===== src/hdl/pwbr_pkg.sv =====
// Package: shared types, frame layout constants and codes for the pulse-width bit receiver.
`timescale 1ns / 1ps
`default_nettype none

package pwbr_pkg;

    // Widths of the fields and of the configuration port.
    localparam int TICK_W    = 20;
    localparam int KIND_W    = 3;
    localparam int INDEX_W   = 8;
    localparam int LENGTH_W  = 8;
    localparam int POS_W     = 9;
    localparam int CFG_IDX_W = 2;

    // Frame layout, in bit positions counted from the first bit after the start bit.
    localparam int LEN_FIELD_OFFSET = 34;
    localparam int LEN_FIELD_BITS   = 8;
    localparam int DATA_OFFSET      = 44;
    localparam int DATA_FIELD_BITS  = 10;
    localparam int MAX_FRAME_BITS   = 256;

    // Wide enough for DATA_OFFSET + DATA_FIELD_BITS * 255 over the whole parameter range.
    localparam int TOTAL_W = 13;

    // Register reset values.
    localparam logic [TICK_W-1:0] TIMEOUT_RESET   = '1;
    localparam logic [TICK_W-1:0] START_MIN_RESET = '0;
    localparam logic [TICK_W-1:0] BIT_MAX_RESET   = '1;
    localparam logic [TICK_W-1:0] BIT_SPLIT_RESET = '0;

    typedef enum logic [CFG_IDX_W-1:0] {
        REG_TIMEOUT   = 2'd0,
        REG_START_MIN = 2'd1,
        REG_BIT_MAX   = 2'd2,
        REG_BIT_SPLIT = 2'd3
    } cfg_reg_t;

    typedef enum logic [1:0] {
        MODE_IDLE    = 2'd0,
        MODE_START   = 2'd1,
        MODE_WAIT    = 2'd2,
        MODE_MEASURE = 2'd3
    } rx_mode_t;

    typedef enum logic [KIND_W-1:0] {
        KIND_NONE       = 3'd0,
        KIND_BIT        = 3'd1,
        KIND_LAST_BIT   = 3'd2,
        KIND_BIT_ERROR  = 3'd3,
        KIND_TIMEOUT    = 3'd4,
        KIND_START_REJ  = 3'd5,
        KIND_OVERLENGTH = 3'd6
    } event_kind_t;

    typedef struct packed {
        logic [TICK_W-1:0] timeout_ticks;
        logic [TICK_W-1:0] start_min_ticks;
        logic [TICK_W-1:0] bit_max_ticks;
        logic [TICK_W-1:0] bit_split_ticks;
    } cfg_t;

    typedef struct packed {
        logic              edge_rising;
        logic [TICK_W-1:0] elapsed_ticks;
        logic              timer_expired;
    } edge_item_t;

    typedef struct packed {
        event_kind_t         event_kind;
        logic                bit_value;
        logic [INDEX_W-1:0]  bit_index;
        logic [LENGTH_W-1:0] data_length;
    } rx_result_t;

endpackage

`default_nettype wire


===== src/hdl/pwbr_cfg_regs.sv =====
// Configuration register file of the pulse-width bit receiver.
`timescale 1ns / 1ps
`default_nettype none

module pwbr_cfg_regs (
    input  wire logic                              aclk,
    input  wire logic                              aresetn,
    input  wire logic                              cfg_wr_en,
    input  wire logic [pwbr_pkg::CFG_IDX_W-1:0]    cfg_index,
    input  wire logic [pwbr_pkg::TICK_W-1:0]       cfg_wdata,
    output pwbr_pkg::cfg_t                         cfg
);

    pwbr_pkg::cfg_t cfg_reg;
    pwbr_pkg::cfg_t cfg_next;

    always_comb begin
        cfg_next = cfg_reg;
        if (cfg_wr_en) begin
            case (pwbr_pkg::cfg_reg_t'(cfg_index))
                pwbr_pkg::REG_TIMEOUT:   cfg_next.timeout_ticks   = cfg_wdata;
                pwbr_pkg::REG_START_MIN: cfg_next.start_min_ticks = cfg_wdata;
                pwbr_pkg::REG_BIT_MAX:   cfg_next.bit_max_ticks   = cfg_wdata;
                pwbr_pkg::REG_BIT_SPLIT: cfg_next.bit_split_ticks = cfg_wdata;
                default: cfg_next = cfg_reg;
            endcase
        end
    end

    always_ff @(posedge aclk) begin
        if (!aresetn) begin
            cfg_reg.timeout_ticks   <= pwbr_pkg::TIMEOUT_RESET;
            cfg_reg.start_min_ticks <= pwbr_pkg::START_MIN_RESET;
            cfg_reg.bit_max_ticks   <= pwbr_pkg::BIT_MAX_RESET;
            cfg_reg.bit_split_ticks <= pwbr_pkg::BIT_SPLIT_RESET;
        end else begin
            cfg_reg <= cfg_next;
        end
    end

    assign cfg = cfg_reg;

endmodule

`default_nettype wire


===== src/hdl/pwbr_decoder.sv =====
// Receive state machine: turns one edge event into one result and updates the frame state.
`timescale 1ns / 1ps
`default_nettype none

module pwbr_decoder (
    input  wire logic                  aclk,
    input  wire logic                  aresetn,
    input  pwbr_pkg::cfg_t             cfg,
    input  pwbr_pkg::edge_item_t       item,
    input  wire logic                  advance,
    output pwbr_pkg::rx_result_t       result
);

    pwbr_pkg::rx_mode_t                 mode_reg, mode_next;
    logic [pwbr_pkg::POS_W-1:0]         pos_reg, pos_next;
    logic [pwbr_pkg::LENGTH_W-1:0]      len_reg, len_next;

    logic                               abort;
    logic                               long_pulse;
    logic                               bit_val;
    logic                               in_len_field;
    logic                               past_len_field;
    logic [pwbr_pkg::POS_W-1:0]         pos_rel;
    logic [pwbr_pkg::LENGTH_W-1:0]      len_shift;
    logic [pwbr_pkg::LENGTH_W-1:0]      len_with_bit;
    logic [pwbr_pkg::TOTAL_W-1:0]       frame_total;
    logic                               last_bit;

    assign abort = item.timer_expired || (item.elapsed_ticks > cfg.timeout_ticks);
    assign long_pulse = item.elapsed_ticks > cfg.bit_max_ticks;
    // A low pulse up to the split point is a one, a longer one a zero.
    assign bit_val = !(item.elapsed_ticks > cfg.bit_split_ticks);

    assign in_len_field = (pos_reg >= pwbr_pkg::POS_W'(pwbr_pkg::LEN_FIELD_OFFSET)) &&
        (pos_reg < pwbr_pkg::POS_W'(pwbr_pkg::LEN_FIELD_OFFSET + pwbr_pkg::LEN_FIELD_BITS));
    assign past_len_field =
        pos_reg >= pwbr_pkg::POS_W'(pwbr_pkg::LEN_FIELD_OFFSET + pwbr_pkg::LEN_FIELD_BITS);

    // The length field arrives MSB first.
    assign pos_rel   = pos_reg - pwbr_pkg::POS_W'(pwbr_pkg::LEN_FIELD_OFFSET);
    assign len_shift = pwbr_pkg::LENGTH_W'(pwbr_pkg::LEN_FIELD_BITS - 1) -
                       pos_rel[pwbr_pkg::LENGTH_W-1:0];
    assign len_with_bit = in_len_field ?
        (len_reg | (pwbr_pkg::LENGTH_W'(bit_val) << len_shift)) : len_reg;

    assign frame_total = pwbr_pkg::TOTAL_W'(pwbr_pkg::DATA_OFFSET) +
        pwbr_pkg::TOTAL_W'(pwbr_pkg::DATA_FIELD_BITS) * pwbr_pkg::TOTAL_W'(len_reg);
    assign last_bit = past_len_field &&
        ((pwbr_pkg::TOTAL_W'(pos_reg) + pwbr_pkg::TOTAL_W'(1)) == frame_total);

    always_comb begin
        pwbr_pkg::rx_mode_t mode_eff;
        mode_eff  = mode_reg;
        mode_next = mode_reg;
        pos_next  = pos_reg;
        len_next  = len_reg;
        result    = '0;
        result.event_kind = pwbr_pkg::KIND_NONE;

        // A timeout drops the frame; the same edge is then handled from idle.
        if (abort) begin
            mode_eff  = pwbr_pkg::MODE_IDLE;
            mode_next = pwbr_pkg::MODE_IDLE;
            pos_next  = '0;
            len_next  = '0;
            result.event_kind = pwbr_pkg::KIND_TIMEOUT;
        end

        case (mode_eff)
            pwbr_pkg::MODE_IDLE: begin
                if (!item.edge_rising) begin
                    mode_next = pwbr_pkg::MODE_START;
                end
            end
            pwbr_pkg::MODE_START: begin
                if (item.edge_rising) begin
                    pos_next = '0;
                    len_next = '0;
                    if (item.elapsed_ticks < cfg.start_min_ticks) begin
                        mode_next = pwbr_pkg::MODE_IDLE;
                        result.event_kind = pwbr_pkg::KIND_START_REJ;
                    end else begin
                        mode_next = pwbr_pkg::MODE_WAIT;
                    end
                end
            end
            pwbr_pkg::MODE_WAIT: begin
                if (item.edge_rising || long_pulse) begin
                    mode_next = pwbr_pkg::MODE_IDLE;
                    pos_next  = '0;
                    len_next  = '0;
                    result.event_kind = pwbr_pkg::KIND_BIT_ERROR;
                end else begin
                    mode_next = pwbr_pkg::MODE_MEASURE;
                end
            end
            pwbr_pkg::MODE_MEASURE: begin
                if (!item.edge_rising || long_pulse) begin
                    mode_next = pwbr_pkg::MODE_IDLE;
                    pos_next  = '0;
                    len_next  = '0;
                    result.event_kind = pwbr_pkg::KIND_BIT_ERROR;
                end else if (pos_reg >= pwbr_pkg::POS_W'(pwbr_pkg::MAX_FRAME_BITS)) begin
                    mode_next = pwbr_pkg::MODE_IDLE;
                    pos_next  = '0;
                    len_next  = '0;
                    result.event_kind = pwbr_pkg::KIND_OVERLENGTH;
                end else begin
                    result.event_kind  = last_bit ? pwbr_pkg::KIND_LAST_BIT : pwbr_pkg::KIND_BIT;
                    result.bit_value   = bit_val;
                    result.bit_index   = pos_reg[pwbr_pkg::INDEX_W-1:0];
                    result.data_length = len_with_bit;
                    if (last_bit) begin
                        mode_next = pwbr_pkg::MODE_IDLE;
                        pos_next  = '0;
                        len_next  = '0;
                    end else begin
                        mode_next = pwbr_pkg::MODE_WAIT;
                        pos_next  = pos_reg + pwbr_pkg::POS_W'(1);
                        len_next  = len_with_bit;
                    end
                end
            end
            default: begin
                mode_next = pwbr_pkg::MODE_IDLE;
            end
        endcase
    end

    always_ff @(posedge aclk) begin
        if (!aresetn) begin
            mode_reg <= pwbr_pkg::MODE_IDLE;
            pos_reg  <= '0;
            len_reg  <= '0;
        end else if (advance) begin
            mode_reg <= mode_next;
            pos_reg  <= pos_next;
            len_reg  <= len_next;
        end
    end

endmodule

`default_nettype wire


===== src/hdl/pulse_width_bus_bit_receiver.sv =====
// Top level of the pulse-width bus bit receiver: input stage, decoder and result stage.
`timescale 1ns / 1ps
`default_nettype none

//  Channel   | Handshake           | Payload
//  ----------+---------------------+-----------------------------------------------------
//  s_ (edge) | s_valid / s_ready   | s_edge_rising, s_elapsed_ticks, s_timer_expired
//  m_ (rslt) | m_valid / m_ready   | m_event_kind, m_bit_value, m_bit_index, m_data_length
//  cfg       | cfg_wr_en           | cfg_index, cfg_wdata (write only, no wait)
//
// One edge transfer in and one result transfer out per cycle while m_ready stays high.
// The decoder evaluates the edge held in the input register in one pass and loads the
// result register, which offers the result on the m_ channel. Both stages move when the
// stage after them is empty or being drained, so a stall on m_ready holds the result and
// at most one more edge before s_ready drops. Synchronous active-low reset empties both
// stages, idles the receiver and loads register reset values.

module pulse_width_bus_bit_receiver (
    input  wire logic                               aclk,
    input  wire logic                               aresetn,

    input  wire logic                               cfg_wr_en,
    input  wire logic [pwbr_pkg::CFG_IDX_W-1:0]     cfg_index,
    input  wire logic [pwbr_pkg::TICK_W-1:0]        cfg_wdata,

    input  wire logic                               s_valid,
    output      logic                               s_ready,
    input  wire logic                               s_edge_rising,
    input  wire logic [pwbr_pkg::TICK_W-1:0]        s_elapsed_ticks,
    input  wire logic                               s_timer_expired,

    output      logic                               m_valid,
    input  wire logic                               m_ready,
    output      logic [pwbr_pkg::KIND_W-1:0]        m_event_kind,
    output      logic                               m_bit_value,
    output      logic [pwbr_pkg::INDEX_W-1:0]       m_bit_index,
    output      logic [pwbr_pkg::LENGTH_W-1:0]      m_data_length
);

    pwbr_pkg::cfg_t          cfg;
    pwbr_pkg::edge_item_t    item_reg;
    pwbr_pkg::rx_result_t    result;
    pwbr_pkg::rx_result_t    result_reg;
    logic                    in_valid_reg, in_valid_next;
    logic                    out_valid_reg, out_valid_next;
    logic                    out_free;
    logic                    advance;

    pwbr_cfg_regs u_cfg (
        .aclk      (aclk),
        .aresetn   (aresetn),
        .cfg_wr_en (cfg_wr_en),
        .cfg_index (cfg_index),
        .cfg_wdata (cfg_wdata),
        .cfg       (cfg)
    );

    // The result register can take a new value when it is empty or its transfer completes.
    assign out_free = !out_valid_reg || m_ready;
    // The held edge is decoded, and the frame state updated, in the cycle it moves on.
    assign advance  = in_valid_reg && out_free;
    assign s_ready  = !in_valid_reg || out_free;

    assign in_valid_next  = s_ready ? s_valid : in_valid_reg;
    assign out_valid_next = out_free ? in_valid_reg : out_valid_reg;

    pwbr_decoder u_decoder (
        .aclk    (aclk),
        .aresetn (aresetn),
        .cfg     (cfg),
        .item    (item_reg),
        .advance (advance),
        .result  (result)
    );

    always_ff @(posedge aclk) begin
        if (!aresetn) begin
            in_valid_reg  <= 1'b0;
            out_valid_reg <= 1'b0;
        end else begin
            in_valid_reg  <= in_valid_next;
            out_valid_reg <= out_valid_next;
        end
    end

    // Payload registers carry no reset; the valid flags qualify them.
    always_ff @(posedge aclk) begin
        if (s_valid && s_ready) begin
            item_reg.edge_rising   <= s_edge_rising;
            item_reg.elapsed_ticks <= s_elapsed_ticks;
            item_reg.timer_expired <= s_timer_expired;
        end
        if (advance) begin
            result_reg <= result;
        end
    end

    assign m_valid       = out_valid_reg;
    assign m_event_kind  = result_reg.event_kind;
    assign m_bit_value   = result_reg.bit_value;
    assign m_bit_index   = result_reg.bit_index;
    assign m_data_length = result_reg.data_length;

endmodule

`default_nettype wire


===== config.mk =====
export PLATFORM = sky130hd
export DESIGN_NAME = pulse_width_bus_bit_receiver
export DESIGN_NICKNAME = d
export VERILOG_FILES = /design/src/hdl/pwbr_pkg.sv /design/src/hdl/pwbr_cfg_regs.sv /design/src/hdl/pwbr_decoder.sv /design/src/hdl/pulse_width_bus_bit_receiver.sv
export SDC_FILE = /design/constraint.sdc
export NUM_CORES = 1
export LEC_CHECK = 0
export BUFFER_PORTS_ARGS = -buffer_cell sky130_fd_sc_hd__clkbuf_2
export CAP_MARGIN = 15
export CORE_MARGIN = 3
export CORE_UTILIZATION = 55
export DETAILED_ROUTE_END_ITERATION = 12
export GPL_TIMING_DRIVEN = 0
export PLACE_DENSITY = 0.85
export SYNTH_ARGS = -nofsm -noshare
export SYNTH_HDL_FRONTEND = slang
export SYNTH_SLANG_ARGS = --single-unit

===== constraint.sdc =====
create_clock -name aclk -period 4.6 [get_ports aclk]
set_input_delay 0.69 -clock aclk [delete_from_list [all_inputs] [get_ports aclk]]
set_output_delay 0.69 -clock aclk [all_outputs]
set_load 0.02 [all_outputs]

==> flow_metrics.tcl <==
set metrics [dict create \
    status "finished, final reports clean" \
    finalPower_uw 2880 \
    cts_tree "yes" \
    post-place-ws_ns 1.27 \
    pwr_density_cell_mw_per_mm2 313 \
    min-delay-start "s_elapsed_ticks[10]" \
    grt_pass1_wl_mm 33.2 \
    port_buffers 69 \
    finalCritPeriodShare 0.732 \
    use_met3 0.0569 \
    clk-insertion-delay-late_ns 0.44 \
    die_y_um 128 \
    rrSetupSlack_ns 1.23 \
    seqCellArea_mm2 0.00328 \
    fillerInstances 1180 \
    synth_nets 1054 \
    drc 0 \
    clk_pin_slew_ns 0.06 \
    maxSlewViolCount 0 \
    grt_use_met2 0.442 \
    drtIter0Drc 656 \
    worst_pin_slew_ns 1.11 \
    antenna_found_initial 0 \
    rsz0062_at_grt "no" \
    slew_headroom 0.257 \
    timing.rr.end "m_event_kind[0]" \
    synth-edff-count 42 \
    hold_viol 0 \
    syn_avg_cell_area_um2 8.95 \
    overflow 0 \
    grt_use_met1 0.326 \
    cts_made_buffers 17 \
    holdBufCountCts 0 \
    hold_depth 1 \
    htree_num_levels 4 \
    path_max_fanout 7 \
    die_x_um 128 \
    reg2regPathDepth 11 \
    place_area_mm2 0.00872 \
    multi_input_area_mm2 0.00431 \
    vias 6977 \
    via_per_inst 5.86 \
    grt.total_usage 0.259 \
    first_pass_iters 8 \
    yosys_register_bits 143 \
    setup-tns-final_ns 0 \
    holdPathEnd "item_reg[11]" \
    post_cts_buffers 0 \
    design.core.area_mm2 0.0141 \
    max-vdd-ir-drop_mv 0.273 \
    finalWorstSetupSlack_ns 1.23 \
    grt_pass1_vias 6753 \
    setup.worst_path.class "flip-flop to flip-flop" \
    instances_no_fill 1190 \
    cts-resized-gates 0 \
    design_area_mm2 0.00922 \
    hp-class "primary input to flip-flop" \
    drive_above_1_share 0.120 \
    syn2layout_area_growth_pct 13.4 \
    cp.required_ns 4.77 \
    finClkSkew_ns 0.00725 \
    placed_cells 1158 \
    design.die.area_mm2 0.0163 \
    yosysSeqAreaShare 0.404 \
    min_period_ns 3.37 \
    cts.path.max_buffers 2 \
    start_kind "flip-flop" \
    cts_sinks 143 \
    final_common_cell "nand2_1" \
    clockRootBuffer "clkbuf_16" \
    endpoint_kind "flip-flop" \
    r2r-start "u_decoder.len_reg[1]" \
    fmax_mhz 297 \
    synth_area_mm2 0.00812 \
    layout_common_cells "149 x nand2_1, 101 x dfxtp_1, 96 x ha_1" \
    largest_reg_flops 80 \
    start_util 0.574 \
    synth_cell_types 68 \
    fp-row-count 43 \
    postSynthCellCount 908 \
    yosys_warnings 0 \
    grt_max_degree 25 \
    top_usage_layer "met2" \
    num-nets-final 1143 \
    n_antenna_cell 0 \
    routed_wl_mm 20.2 \
    dp_hpwl_mm 15.1 \
    cap_violations 0 \
    crit_arrival_ns 3.54 \
    wl_per_cell_um 17.0 \
    async_flop_share 0 \
    setup_viol 0 \
    power_leakage_uw 0.00387 \
    synth_flop_cell "dfxtp_1" \
    postRouteAntennaNets 0 \
    io_pins 71 \
    gp_congestion 0.942 \
    critPathLaunch "u_decoder.len_reg[1]" \
]
[cell usage after synthesis, drive strengths merged (13+ instances only)]
cell type,n,area share
nand3,22,0.015
a21o,13,0.012
a21oi,83,0.052
xnor2,14,0.015
o211ai,45,0.042
clkbuf,28,0.013
nand4,13,0.010
nor2b,17,0.013
dfxtp,101,0.25
a31oi,13,0.010
ha,96,0.15
nand2,149,0.069
inv,94,0.043
nor2,33,0.015
o21ai,22,0.014
edfxtp,42,0.16
[worst max-delay path by stage]
stage / end / depth (start not counted)
after detailed placement: m_event_kind[0] / 11
final: m_event_kind[0] / 11
after floorplan: m_event_kind[0] / 10
after CTS: m_event_kind[0] / 11
after global routing: m_data_length[5] / 9
after global placement: m_event_kind[0] / 10
[logic make-up after synthesis]
logic type                 after synthesis  synth area share
and+or+nand+nor                        282             0.165
DFF                                    143             0.404
adders and majority gates               97             0.150
AOI/OAI and AO/OA                      228             0.187
buffers and inverters                  134            0.0648
xor gates and xnor gates                23            0.0283
muxes                                    1           0.00123
[layout make-up]
class / count / share of cell area
timing repair buffer: 70 / 0.0405
buffer: 40 / 0.0189
clock inverter: 9 / 0.00502
multi-input combinational: 631 / 0.468
tap: 180 / 0.0244
sequential: 143 / 0.356
inverter: 94 / 0.0383
clock buffer: 23 / 0.0486
[metal layers]
layer | part of all wire | up-vias | wire [um]
li1 | - | 3389 | -
met4 | 0.020 | 0 | 413
met3 | 0.071 | 38 | 1430
met1 | 0.42 | 3283 | 8520
met2 | 0.49 | 267 | 9830
met5 | 0 | - | 0
[critical path, cell delays in order, from the launching register on]
cell and delay (ns):
dfxtp_1 0.39, ha_1 0.26, ha_1 0.24, fa_1 0.42, a211oi_2 0.32, o21bai_1 0.15
o21a_1 0.17, xor3_1 0.39, o22ai_2 0.23, o2111ai_4 0.21, a21boi_0 0.22, o21ai_0 0.11
[power by group]
part	leakage [uW]	internal (uW)	switching (uW)
logic	0.00241	116	191
registers	0.00122	1350	31.1
clock network	0.000237	676	518
total	0.00387	2140	740
[through the flow]
stage / hold WS [ns] / utilization
floorplan: 0.436 / -
global placement: 0.443 / 0.614
finish: 0.426 / 0.651
global route: 0.418 / 0.651
detailed placement: 0.447 / 0.616
CTS: 0.413 / 0.651
No activity file was read; power rests on OpenSTA's default activity.
